File: src/rtl/rism_pkg.sv
// Shared types and constants of the session map table.
// Used by rism_cell, rnti_ip_session_map_table and rism_checker.
package rism_pkg;

    localparam int TABLE_ENTRIES = 256;

    localparam int KIND_W   = 3;
    localparam int ID_W     = 16;
    localparam int ADDR_W   = 32;
    localparam int SES_W    = 8;
    localparam int STATUS_W = 3;

    typedef logic [KIND_W-1:0]   kind_t;
    typedef logic [STATUS_W-1:0] status_t;

    localparam kind_t KIND_STORE       = 3'd0;
    localparam kind_t KIND_LOOKUP_ADDR = 3'd1;
    localparam kind_t KIND_LOOKUP_ID   = 3'd2;
    localparam kind_t KIND_REMOVE      = 3'd3;
    localparam kind_t KIND_CLEAR       = 3'd4;

    localparam status_t ST_NEW     = 3'd0;
    localparam status_t ST_UPDATED = 3'd1;
    localparam status_t ST_FULL    = 3'd2;
    localparam status_t ST_FOUND   = 3'd3;
    localparam status_t ST_MISS    = 3'd4;
    localparam status_t ST_REMOVED = 3'd5;
    localparam status_t ST_CLEARED = 3'd6;

    // Command held steady and broadcast to every cell while a sweep runs.
    typedef struct packed {
        kind_t             kind;
        logic [ID_W-1:0]   radio_id;
        logic [ADDR_W-1:0] address;
        logic [SES_W-1:0]  session;
    } cmd_t;

    // Token that walks the cell row, one cell per cycle.
    typedef struct packed {
        logic              active;
        logic              found;
        logic              free_seen;
        logic [ADDR_W-1:0] data;
    } token_t;

    // End-of-sweep broadcast: drop pending marks, and write the pending slot on commit.
    typedef struct packed {
        logic done;
        logic commit;
    } fin_t;

endpackage

File: src/rtl/rism_cell.sv
// One table slot of the session map table with its stage of the search token.
// Depends on rism_pkg.
module rism_cell (
    input  logic              aclk,
    input  logic              aresetn,
    input  rism_pkg::cmd_t    cmd,
    input  rism_pkg::fin_t    fin,
    input  rism_pkg::token_t  tok_in,
    output rism_pkg::token_t  tok_out
);

    logic                        valid_reg, valid_next;
    logic                        pend_reg, pend_next;
    logic [rism_pkg::ID_W-1:0]   id_reg, id_next;
    logic [rism_pkg::ADDR_W-1:0] addr_reg, addr_next;
    logic [rism_pkg::SES_W-1:0]  ses_reg, ses_next;
    rism_pkg::token_t            tok_reg, tok_next;
    logic                        id_hit;
    logic                        addr_hit;

    assign id_hit   = valid_reg && (id_reg == cmd.radio_id) && (ses_reg == cmd.session);
    assign addr_hit = valid_reg && (addr_reg == cmd.address) && (ses_reg == cmd.session);
    assign tok_out  = tok_reg;

    always_comb begin
        valid_next = valid_reg;
        pend_next  = pend_reg;
        id_next    = id_reg;
        addr_next  = addr_reg;
        ses_next   = ses_reg;
        tok_next   = tok_in;
        if (tok_in.active) begin
            case (cmd.kind)
                rism_pkg::KIND_STORE: begin
                    if (!tok_in.found && id_hit) begin
                        addr_next      = cmd.address;
                        tok_next.found = 1'b1;
                    end
                    // The first empty slot is reserved; it is written only if no match turns up.
                    if (!tok_in.free_seen && !valid_reg) begin
                        pend_next          = 1'b1;
                        tok_next.free_seen = 1'b1;
                    end
                end
                rism_pkg::KIND_LOOKUP_ADDR: begin
                    if (!tok_in.found && id_hit) begin
                        tok_next.found = 1'b1;
                        tok_next.data  = addr_reg;
                    end
                end
                rism_pkg::KIND_LOOKUP_ID: begin
                    if (!tok_in.found && addr_hit) begin
                        tok_next.found = 1'b1;
                        tok_next.data  = {{(rism_pkg::ADDR_W-rism_pkg::ID_W){1'b0}}, id_reg};
                    end
                end
                rism_pkg::KIND_REMOVE: begin
                    if (!tok_in.found && id_hit) begin
                        valid_next     = 1'b0;
                        tok_next.found = 1'b1;
                    end
                end
                rism_pkg::KIND_CLEAR: begin
                    valid_next = 1'b0;
                end
                default: begin
                end
            endcase
        end
        if (fin.done) begin
            pend_next = 1'b0;
            if (fin.commit && pend_reg) begin
                valid_next = 1'b1;
                id_next    = cmd.radio_id;
                addr_next  = cmd.address;
                ses_next   = cmd.session;
            end
        end
    end

    always_ff @(posedge aclk) begin
        if (!aresetn) begin
            valid_reg <= 1'b0;
            pend_reg  <= 1'b0;
            tok_reg   <= '0;
        end else begin
            valid_reg <= valid_next;
            pend_reg  <= pend_next;
            tok_reg   <= tok_next;
        end
    end

    always_ff @(posedge aclk) begin
        id_reg   <= id_next;
        addr_reg <= addr_next;
        ses_reg  <= ses_next;
    end

endmodule

File: config.mk
export PLATFORM = sky130hd
export DESIGN_NAME = rism_cell
export DESIGN_NICKNAME = d
export VERILOG_FILES = /design/src/rtl/rism_pkg.sv /design/src/rtl/rism_cell.sv
export SDC_FILE = /design/constraint.sdc
export NUM_CORES = 1
export LEC_CHECK = 0
export ABC_AREA = 1
export BUFFER_PORTS_ARGS = -buffer_cell sky130_fd_sc_hd__buf_2
export CORE_ASPECT_RATIO = 2
export CORE_MARGIN = 2
export CORE_UTILIZATION = 49
export DETAILED_ROUTE_END_ITERATION = 8
export GPL_ROUTABILITY_DRIVEN = 0
export GPL_TIMING_DRIVEN = 0
export PLACE_DENSITY = 0.84
export SYNTH_ARGS = -nofsm -noshare
export SYNTH_HDL_FRONTEND = slang
export SYNTH_SLANG_ARGS = --single-unit
File: constraint.sdc
create_clock -name aclk -period 1.5 [get_ports aclk]
set_input_delay 0.075 -clock aclk [delete_from_list [all_inputs] [get_ports aclk]]
set_output_delay 0.075 -clock aclk [all_outputs]
set_load 0.05 [all_outputs]
==> results of run 1 <==
==> power by group <==
group	switching [W]	internal [W]	leakage, nW
sequential	0.0000855	0.00273	0.786
clock	0.00102	0.00113	0.126
combinational	0.000815	0.000497	3.27
total	0.00192	0.00436	4.19
==> per-layer routing <==
layer  global-route usage  up-vias  wire length, um
met4                0.196        0             1340
met2                0.564      351             9630
met3               0.0596      124             1190
met5                    0        -                0
met1                0.296     2918             6370
li1                     -     3024                -
==> repair_timing <==
action,CTS,global route
setup buffers,16,3
hold endpoints to repair,75,0
hold buffers,75,0
setup endpoints to repair,90,90
gates cloned,3,4
gates resized for setup,53,45
pin swaps,16,33
==> cell type report <==
cell class | count | share of cell area
plain buffers | 27 | 0.0327
clock buffers | 11 | 0.0298
clock inverters | 5 | 0.00448
inverters | 150 | 0.0725
multi-input cells | 552 | 0.349
flip-flops and latches | 93 | 0.269
well taps | 137 | 0.0219
repair buffers | 232 | 0.220
repair inverters | 1 | 0.000961
==> stage by stage <==
stage | total power [W] | area, um2 | util
floorplan | 0.00356 | 5360 | -
global placement | 0.00390 | 6190 | 0.587
detailed placement | 0.00392 | 6190 | 0.587
CTS | 0.00619 | 7560 | 0.717
global route | 0.00652 | 7810 | 0.741
finish | 0.00628 | 7810 | 0.741
==> path summary, 6_finish.rpt <==
path,from,end,slack [ps],cells after the start
worst max-delay path,id_reg[11],tok_out[0],-460,14
worst min-delay path,tok_in[16],tok_out[16],10,3
worst max register to register,id_reg[11],tok_out[0],-460,14
worst min register to register,addr_reg[6],addr_reg[6],500,2
==> layout by cell type, fill, tap and decap left out, types with 8 or more instances in the layout <==
| cell | n |
|---|---|
| dfxtp_1 | 69 |
| edfxtp_1 | 24 |
| clkbuf_1 | 12 |
| nor2_1 | 33 |
| nand3_2 | 12 |
| buf_2 | 132 |
| inv_2 | 8 |
| inv_1 | 139 |
| clkbuf_16 | 11 |
| buf_4 | 12 |
| nand3_1 | 78 |
| nand2_1 | 289 |
| o21ai_1 | 50 |
| dlygate4sd3_1 | 75 |
| xnor2_1 | 8 |
| a21oi_1 | 12 |
| o21ai_0 | 8 |
| nand2_2 | 10 |
| buf_8 | 9 |
| buf_6 | 17 |
| o21ai_2 | 9 |
==> worst max-delay path, delay by kind of cell, from the launching register on <==
| family | cells | cell delay [ps] |
|---|---|---|
| flops | 1 | 400 |
| buf+inv | 3 | 370 |
| simple gates | 11 | 1120 |
==> cell families (layout without fill, tap and decap cells) <==
group                  after synthesis  count (layout)  share of synthesized area
buffers and inverters              178             426                      0.137
XOR/XNOR                            12              12                     0.0198
AO/OA/AOI/OAI                       92              92                     0.0911
AND/OR/NAND/NOR                    448             448                      0.357
flip-flops                          93              93                      0.395
==> qor.yml, run 1 <==
sta:
  layout_setup_ws_ps: -456
  tightestPinTransition_ps: 936
  fin_crit_sh: 1.30
  final.min_clock_period_ps: 1960
  fin_setup_tns_ps: -25380
  report.final.setup_viol: 66
  fin_hold_ws_ps: 10.3
  fmax_ghz: 0.511
  drv_slew: 0
  rsz0062_at_grt: "yes"
  hold_viol_final: 0
  slew-limit-headroom: 0.371
  skew_ps: 6.93
logic_synthesis:
  ys.flop_type: "dfxtp_1"
  ys_seq_elements: 93
  ys.warnings.count: 0
  synth_area_um2: 5320
  synth_cells: 823
  avgSynthCellArea_um2: 6.46
  yosysSeqAreaShare: 0.395
  yosysTopAreaCell: "dfxtp_1"
  yosysMostFrequentCell: "nand2_1"
  synth.distinct_cells: 32
  synth_top_area_frac: 0.260
  synth_edf_count: 24
  syn-num-nets: 921
  synthArstFlopShare: 0
  synthTopCellsByArea: "dfxtp_1, nand2_1, edfxtp_1"
  synth_commonest_cells: "nand2_1, inv_1, nand3_1"
placement:
  place_worst_setup_slack_ps: -517
  dp.cells: 1092
  portBuffers: 132
  dpl.hpwl_um: 11400
grt:
  track_usage: 0.302
  overflow: 0
  grt_max_degree: 25
  grt_pass1_wl_um: 28000
  grt_pass1_vias: 6219
  antenna_found_initial: 0
drt:
  wl_um: 18500
  via_per_inst: 5.31
  antenna_left: 0
  drc: 0
  drtIter0Drc: 604
  routedWlPerCell_um: 15.3
  via_count: 6417
  drtPass1Iterations: 8
die:
  fp.dieArea_um2: 11700
  rows: 53
  fp.dieH_um: 151
  io_pins: 133
  core-area_um2: 10500
  die_w_um: 77.6
  start_util: 0.504
critical_path:
  critical-path-max-stage-delay_ps: 400
  required_ps: 1790
  cpMostUsedCell: "nand2_1"
  cp.arrival_ps: 2250
  crit_fanout: 6
  path_cells: "inv_2 > or2_1 > nand2_1 > nor2_2 > nand3_2 > nor2_8 > nand2_4 > buf_6 > buf_8 > nand2_1 > nand3_1 > nand2_1 > nand2_1 > nand2_1"
  start_kind: "flop"
  crit_type: "reg2reg"
  cp_slowest_cell: "edfxtp_1"
  crit_path_end_kind: "flop"
cells_and_area:
  n_antenna_cell: 0
  largest_register_ffs: 35
  fillers: 726
  multiInputGateArea_um2: 2730
  final-instance-count-excl-fill: 1208
  syn2layout_area_growth_pct: 47.0
  finalNetCount: 1164
  regArea_um2: 2100
  drive_above_1_share: 0.244
outcome:
  status: "finished with violations"
  violations: "negative setup slack"
clock_network:
  cts_tree: "yes"
  cts_made_buffers: 9
  htreeDepth: 3
  clock-sinks: 93
  clockBufferDepth: 2
  cts_root_buffer: "clkbuf_16"
  clock_latency_ps: 350
  clk_pin_slew_ps: 70
pwr:
  ir_worst_vdd_uv: 726
  p_leak_nw: 4.19
  power_density_nw_per_um2: 803
run:
  cap_viol_max_count: 0
min_path:
  hold_class: "in2reg"
(Power assumes the default switching activity.)
==> inputs of run 2 (changes only) <==
--- a/config.mk
+++ b/config.mk
@@ -7,7 +7,6 @@
 export LEC_CHECK = 0
 export ABC_AREA = 1
 export BUFFER_PORTS_ARGS = -buffer_cell sky130_fd_sc_hd__buf_2
-export CORE_ASPECT_RATIO = 2
 export CORE_MARGIN = 2
 export CORE_UTILIZATION = 49
 export DETAILED_ROUTE_END_ITERATION = 8
==> run 2 against run 1 <==
Compared with the run above: the run still ends with negative setup slack left; non-clock buffer count rose by 4; sequential power barely moved; die area fell by 0.43%; maximum frequency rose by 1.5%; critical path type unchanged; clock power fell by 22%; final area fell by 0.26%; critical endpoint is now addr_reg[23]; combinational power barely moved.
==> qor.yml, run 2 (same netlist as run 1, synthesis figures left out) <==
outcome:
  status: "finished with violations"
  violations: "negative setup slack"
min_path:
  hold_depth: 3  # unchanged
  hold_class: "in2reg"
pwr:
  power_w: 0.00582  # -7.3%
  p_leak_nw: 4.23  # +1.1%
  ir_worst_vdd_uv: 575  # -21%
  power_density_nw_per_um2: 747  # -7.0%
grt:
  track_usage: 0.271  # -0.0309
  grt_util_met3: 0.0464  # -0.0132
  grt_max_degree: 25  # unchanged
  use_met1: 0.348  # +0.0515
  overflow: 0  # unchanged
  met2_usage: 0.448  # -0.116
  grt_pass1_wl_um: 25000  # -11%
  antenna_found_initial: 1  # +1
  top_usage_layer: "met2"
  grt_pass1_vias: 5539  # -11%
sta:
  drv_slew: 0  # unchanged
  fin_crit_sh: 1.28  # -0.0194
  skew_ps: 11.6  # +4.68 ps
  rsz0062_at_grt: "yes"
  final.min_clock_period_ps: 1930  # -29.1 ps
  hold_viol_final: 0  # unchanged
  report.final.setup_viol: 66  # unchanged
  layout_setup_ws_ps: -427  # +29.1 ps
  fin_setup_tns_ps: -23370  # +2010 ps
  fmax_ghz: 0.519  # +1.5%
  tightestPinTransition_ps: 912  # -23.9 ps
  slew-limit-headroom: 0.387  # +0.0161
clock_network:
  clockBufferDepth: 2  # unchanged
  htreeDepth: 3  # unchanged
  cts_root_buffer: "clkbuf_8"
  clock-sinks: 93  # unchanged
  clk_pin_slew_ps: 90  # +20 ps
  cts_tree: "yes"
  clock_latency_ps: 380  # +30 ps
  cts_made_buffers: 9  # unchanged
critical_path:
  crit_fanout: 7  # +1
  required_ps: 1790  # about the same
  cp.arrival_ps: 2220  # -30 ps
  r2r_cells: 12  # -2
  crit_path_end_kind: "flop"
  crit_type: "reg2reg"
  start_kind: "flop"
placement:
  place_worst_setup_slack_ps: -443  # +73.9 ps
  dpl.hpwl_um: 10400  # -9.0%
  dp.cells: 1095  # +0.27%
  portBuffers: 132  # unchanged
cells_and_area:
  largest_register_ffs: 35  # unchanged
  finalNetCount: 1168  # +0.34%
  final-instance-count-excl-fill: 1217  # +0.75%
  drive_above_1_share: 0.241  # -0.00277
  multiInputGateArea_um2: 2730  # +0.18%
  fillers: 774  # +6.6%
  layout_common_cells: "nand2_1, inv_1, buf_2, dlygate4sd3_1, nand3_1"
  final_util: 0.729  # -0.0125
  syn2layout_area_growth_pct: 46.6
  final_common_cell: "nand2_1"
  regArea_um2: 2110  # +0.24%
die:
  start_util: 0.497  # -0.00725
  fp.dieH_um: 108  # -29%
  die_w_um: 108  # +39%
  fp.dieArea_um2: 11700  # -0.43%
  io_pins: 133  # unchanged
  rows: 38  # -28%
  core-area_um2: 10700  # +1.5%
drt:
  antenna_left: 0  # unchanged
  drtPass1Iterations: 6  # -2
  via_per_inst: 5.01  # -5.7%
  routedWlPerCell_um: 13.8  # -10%
  wl_um: 16700  # -9.7%
  drtIter0Drc: 446  # -26%
  drc: 0  # unchanged
  via_count: 6099  # -5.0%
run:
  cap_viol_max_count: 0  # unchanged
## run 2: cell types whose count changed in the layout (fill, tap and decap cells not counted), sizes merged
cell	change
buf	-16
dlygate4sd3	+15
clkbuf	+6
clkinvlp	-2
diode	+2
inv	-2
clkinv	+1
dlymetal6s4s	+1
nand2	+1
## run 2: final timing paths
check	startpoint	slack [ps]	to
setup / recovery	ses_reg[1]	-430	addr_reg[23]
hold / removal	cmd[39]	3	addr_reg[31]
setup reg to reg	ses_reg[1]	-430	addr_reg[23]
hold reg to reg	addr_reg[28]	480	addr_reg[28]
## run 2: layer usage
layer,up-vias,wire [um]
met5,-,0
met2,266,8010
met1,2741,6970
li1,3033,-
met4,0,617
met3,59,1150
## run 2: layout make-up
| type | instances | area share |
|---|---|---|
| Clock inverter | 3 | 0.00225 |
| Inverter | 150 | 0.0727 |
| Buffer | 28 | 0.0310 |
| Tap cell | 140 | 0.0225 |
| Sequential cell | 93 | 0.270 |
| Antenna cell | 2 | 0.000642 |
| Timing Repair Buffer | 235 | 0.228 |
| Clock buffer | 13 | 0.0218 |
| Multi-Input combinational cell | 553 | 0.351 |
## run 2: power breakdown
| group | total (W) | switching [W] | internal (W) |
|---|---|---|---|
| registers | 0.00281 | 0.0000845 | 0.00273 |
| clock network | 0.00168 | 0.000934 | 0.000747 |
| logic | 0.00133 | 0.000798 | 0.000528 |
| total | 0.00582 | 0.00182 | 0.00400 |
## run 2: repair_timing
item,in CTS,in global routing
setup buffers,7,0
pin swaps,7,7
gates cloned,0,6
hold buffers,91,0
resized for setup,20,72
setup endpoints to repair,90,91
hold endpoints to repair,90,0
## run 2: worst max-delay path, cell delays in order (launching register included)
cell      delay, ps
edfxtp_1        420
nor2_1          130
nor2_1           60
nor2_1           90
nand2_1         110
inv_2            80
nand2_4          80
nor2_8          180
nand4_4         180
nand2_8         190
buf_8           150
nand2_2          50
o21ai_1         100
## run 2: per-stage QoR
| stage | hold slack [ps] | area (um2) |
|---|---|---|
| 3_3_place_gp | 250 | 6190 |
| 5_1_grt | 26.0 | 7790 |
| 6_report | 2.71 | 7790 |
| 4_1_cts | 3.00 | 7430 |
| 3_5_place_dp | 251 | 6190 |
| 2_1_floorplan | 147 | 5360 |
==> inputs of run 3 (changes only) <==
--- a/config.mk
+++ b/config.mk
@@ -8,11 +8,12 @@
 export ABC_AREA = 1
 export BUFFER_PORTS_ARGS = -buffer_cell sky130_fd_sc_hd__buf_2
 export CORE_MARGIN = 2
-export CORE_UTILIZATION = 49
+export CORE_UTILIZATION = 50
+export CTS_BUF_LIST = sky130_fd_sc_hd__clkbuf_2
 export DETAILED_ROUTE_END_ITERATION = 8
 export GPL_ROUTABILITY_DRIVEN = 0
 export GPL_TIMING_DRIVEN = 0
-export PLACE_DENSITY = 0.84
+export PLACE_DENSITY = 0.86
 export SYNTH_ARGS = -nofsm -noshare
 export SYNTH_HDL_FRONTEND = slang
 export SYNTH_SLANG_ARGS = --single-unit
==> run 3 against run 2 <==
Compared with the run above: the flow still finishes with violations (negative setup slack); register-to-register slack worse by 230 ps; wire length rose by 20%; combinational power rose by 5%; flip-flop and latch count unchanged; clock power shrank 21%; non-clock buffer count up 15; sequential power about the same; setup slack worse by 230 ps; worst hold slack improved by 8.1 ps; utilization grew 4.3 points; global-route usage is 3.7 points higher; via count up 11%; critical path type unchanged; highest routed layer unchanged.
==> qor.yml, run 3 (same netlist as run 1, synthesis figures left out) <==
critical_path:
  r2r_cells: 14  # +2
  r2r-start: "valid_reg"
  required_ps: 2060  # +270 ps
  critical-path-top-delay-family: "simple AND/OR/NAND/NOR gates"
  r2r_end: "tok_out[5]"
  crit_type: "reg2reg"
  critical-path-max-stage-delay_ps: 410  # about the same
  path_cells: "nand2_1 > inv_1 > nand4_1 > nor2_1 > nand2_2 > nor2_4 > buf_12 > nand2_4 > buf_4 > nand2_1 > nand3_1 > nand2_2 > nand2_2 > nand2_2"
  cpMostUsedCell: "nand2_2"
  cp_slowest_cell: "dfxtp_2"
  critPathBufInv: 3  # +1
  cp.arrival_ps: 2720  # +500 ps
  crit_path_end_kind: "flop"
  r2r_slack_ps: -660  # -230 ps
  start_kind: "flop"
  crit_fanout: 10  # +3
placement:
  dp.cells: 1091  # -0.37%
  portBuffers: 132  # unchanged
  dpl.hpwl_um: 10700  # +2.6%
  place_worst_setup_slack_ps: -456  # -13.0 ps
  placed_cell_area_um2: 6190  # about the same
pwr:
  ir_worst_vdd_uv: 501  # -13%
  p_switching_w: 0.00187  # +2.7%
  intPower_w: 0.00368  # -8.1%
  netSwitchingFraction: 0.336  # +0.0244
  power_frac_comb: 0.253  # +0.025
  power_frac_seq: 0.509  # +0.026
  p_leak_nw: 4.33  # +2.4%
  power_density_nw_per_um2: 696  # -6.8%
  clock_power_share: 0.238  # -0.051
sta:
  hold_viol_final: 0  # unchanged
  fin_hold_ws_ps: 10.8  # +8.07 ps
  fin_crit_sh: 1.44  # +0.154
  skew_ps: 37.0  # +25.4 ps
  layout_setup_ws_ps: -657  # -230 ps
  rsz0062_at_grt: "yes"
  fmax_ghz: 0.464  # -11%
  final.min_clock_period_ps: 2160  # +230 ps
  drv_slew: 0  # unchanged
  slew-limit-headroom: 0.461  # +0.0741
  tightestPinTransition_ps: 802  # -110 ps
  report.final.setup_viol: 67  # +1.5%
grt:
  grt_max_degree: 25  # unchanged
  grt_pass1_wl_um: 28200  # +13%
  overflow: 0  # unchanged
  antenna_found_initial: 0  # -1
  track_usage: 0.309  # +0.0373
  grt_pass1_vias: 6234  # +13%
die:
  core-area_um2: 10300  # -3.5%
  start_util: 0.515  # +0.0180
  die_w_um: 107  # -0.97%
  rows: 37  # -2.6%
  fp.dieArea_um2: 11500  # -1.9%
  io_pins: 133  # unchanged
  fp.dieH_um: 107  # -0.97%
run:
  cap_viol_max_count: 0  # unchanged
drt:
  antenna_left: 0  # unchanged
  via_count: 6758  # +11%
  routedWlPerCell_um: 16.4  # +19%
  wl_met2_um: 9270  # +16%
  drc: 0  # unchanged
  drtIter0Drc: 865  # +94%
  met1_length_um: 7420  # +6.5%
  wl_um: 20100  # +20%
  via_per_inst: 5.51  # +10%
  wl_met3_um: 2000  # +74%
  drtPass1Iterations: 7  # +1
  routed.top_layer: "met4"
cells_and_area:
  layout_common_cells: "nand2_1, inv_1, buf_2, dlygate4sd3_1, nand3_1"
  drive_above_1_share: 0.262  # +0.0215
  regArea_um2: 2110  # unchanged
  final-instance-count-excl-fill: 1226  # +0.74%
  final_common_cell: "nand2_1"
  multiInputGateArea_um2: 2870  # +5.0%
  largest_register_ffs: 35  # unchanged
  syn2layout_area_growth_pct: 49.9
  finalNetCount: 1183  # +1.3%
  fin_area_um2: 7970  # +2.2%
  final_util: 0.772  # +0.0430
  n_antenna_cell: 0  # -2
  fillers: 650  # -16%
clock_network:
  clk_pin_slew_ps: 250  # +160 ps
  cts_root_buffer: "clkbuf_2"
  clock_latency_ps: 610  # +230 ps
  cts_tree: "yes"
  cts_made_buffers: 9  # unchanged
  htreeDepth: 3  # unchanged
  clock-sinks: 93  # unchanged
  clockBufferDepth: 2  # unchanged
min_path:
  min_from: "cmd[58]"
  hold_depth: 6  # +3
  min_to: "tok_out[16]"
  hold_class: "in2reg"
outcome:
  violations: "negative setup slack"
  status: "finished with violations"
==> run 3: area by class of cell <==
| type | count | share of cell area |
|---|---|---|
| Inverter | 150 | 0.0712 |
| Clock buffer | 13 | 0.00817 |
| Sequential cell | 93 | 0.265 |
| Tap cell | 136 | 0.0214 |
| Timing Repair Buffer | 250 | 0.239 |
| Clock inverter | 3 | 0.00487 |
| Multi-Input combinational cell | 553 | 0.360 |
| Buffer | 28 | 0.0305 |
==> run 3: worst max-delay path by stage <==
stage	from	to	slack (ps)	cells after the start
after floorplan	id_reg[12]	tok_out[20]	-90	11
after global placement	id_reg[12]	tok_out[33]	-410	10
after detailed placement	id_reg[12]	tok_out[33]	-460	10
after CTS	ses_reg[1]	tok_out[17]	-350	13
after global routing	valid_reg	tok_out[5]	-620	14
final	valid_reg	tok_out[5]	-660	14
==> run 3: worst min-delay path: stages <==
cell     delay, ps
buf_2          100
nor2_1         120
o21ai_1        100
nand2_1         50
nand2_1         50
o21ai_1         70
==> run 3: repair_timing <==
| item | 4_1_cts | 5_1_grt |
|---|---|---|
| hold buffers | 99 | 0 |
| cloned | 0 | 6 |
| buffers inserted | 13 | 1 |
| hold endpoints to repair | 92 | 0 |
| resized for setup | 36 | 86 |
| endpoints found under the setup margin | 90 | 91 |
| pin swaps | 17 | 24 |
==> run 3: routing by layer <==
metal	GRT usage	up-vias
li1	-	3069
met1	0.359	2982
met2	0.524	536
met3	0.0657	171
met4	0.174	0
met5	0	-
==> run 3: power by group through the flow <==
stage	clock [W]	sequential (W)	combinational [W]
CTS	0.00127	0.00281	0.00127
detailed placement	0	0.00286	0.00106
finish	0.00132	0.00282	0.00140
floorplan	0	0.00308	0.000481
global route	0.00138	0.00284	0.00151
global placement	0	0.00285	0.00103
==> run 3: metrics by stage <==
step	TNS (ps)	power (W)
final	-36690	0.00555
after global routing	-38100	0.00573
after CTS	-20170	0.00534
after detailed placement	-30390	0.00391
after global placement	-27140	0.00388
after floorplan	-3480	0.00356
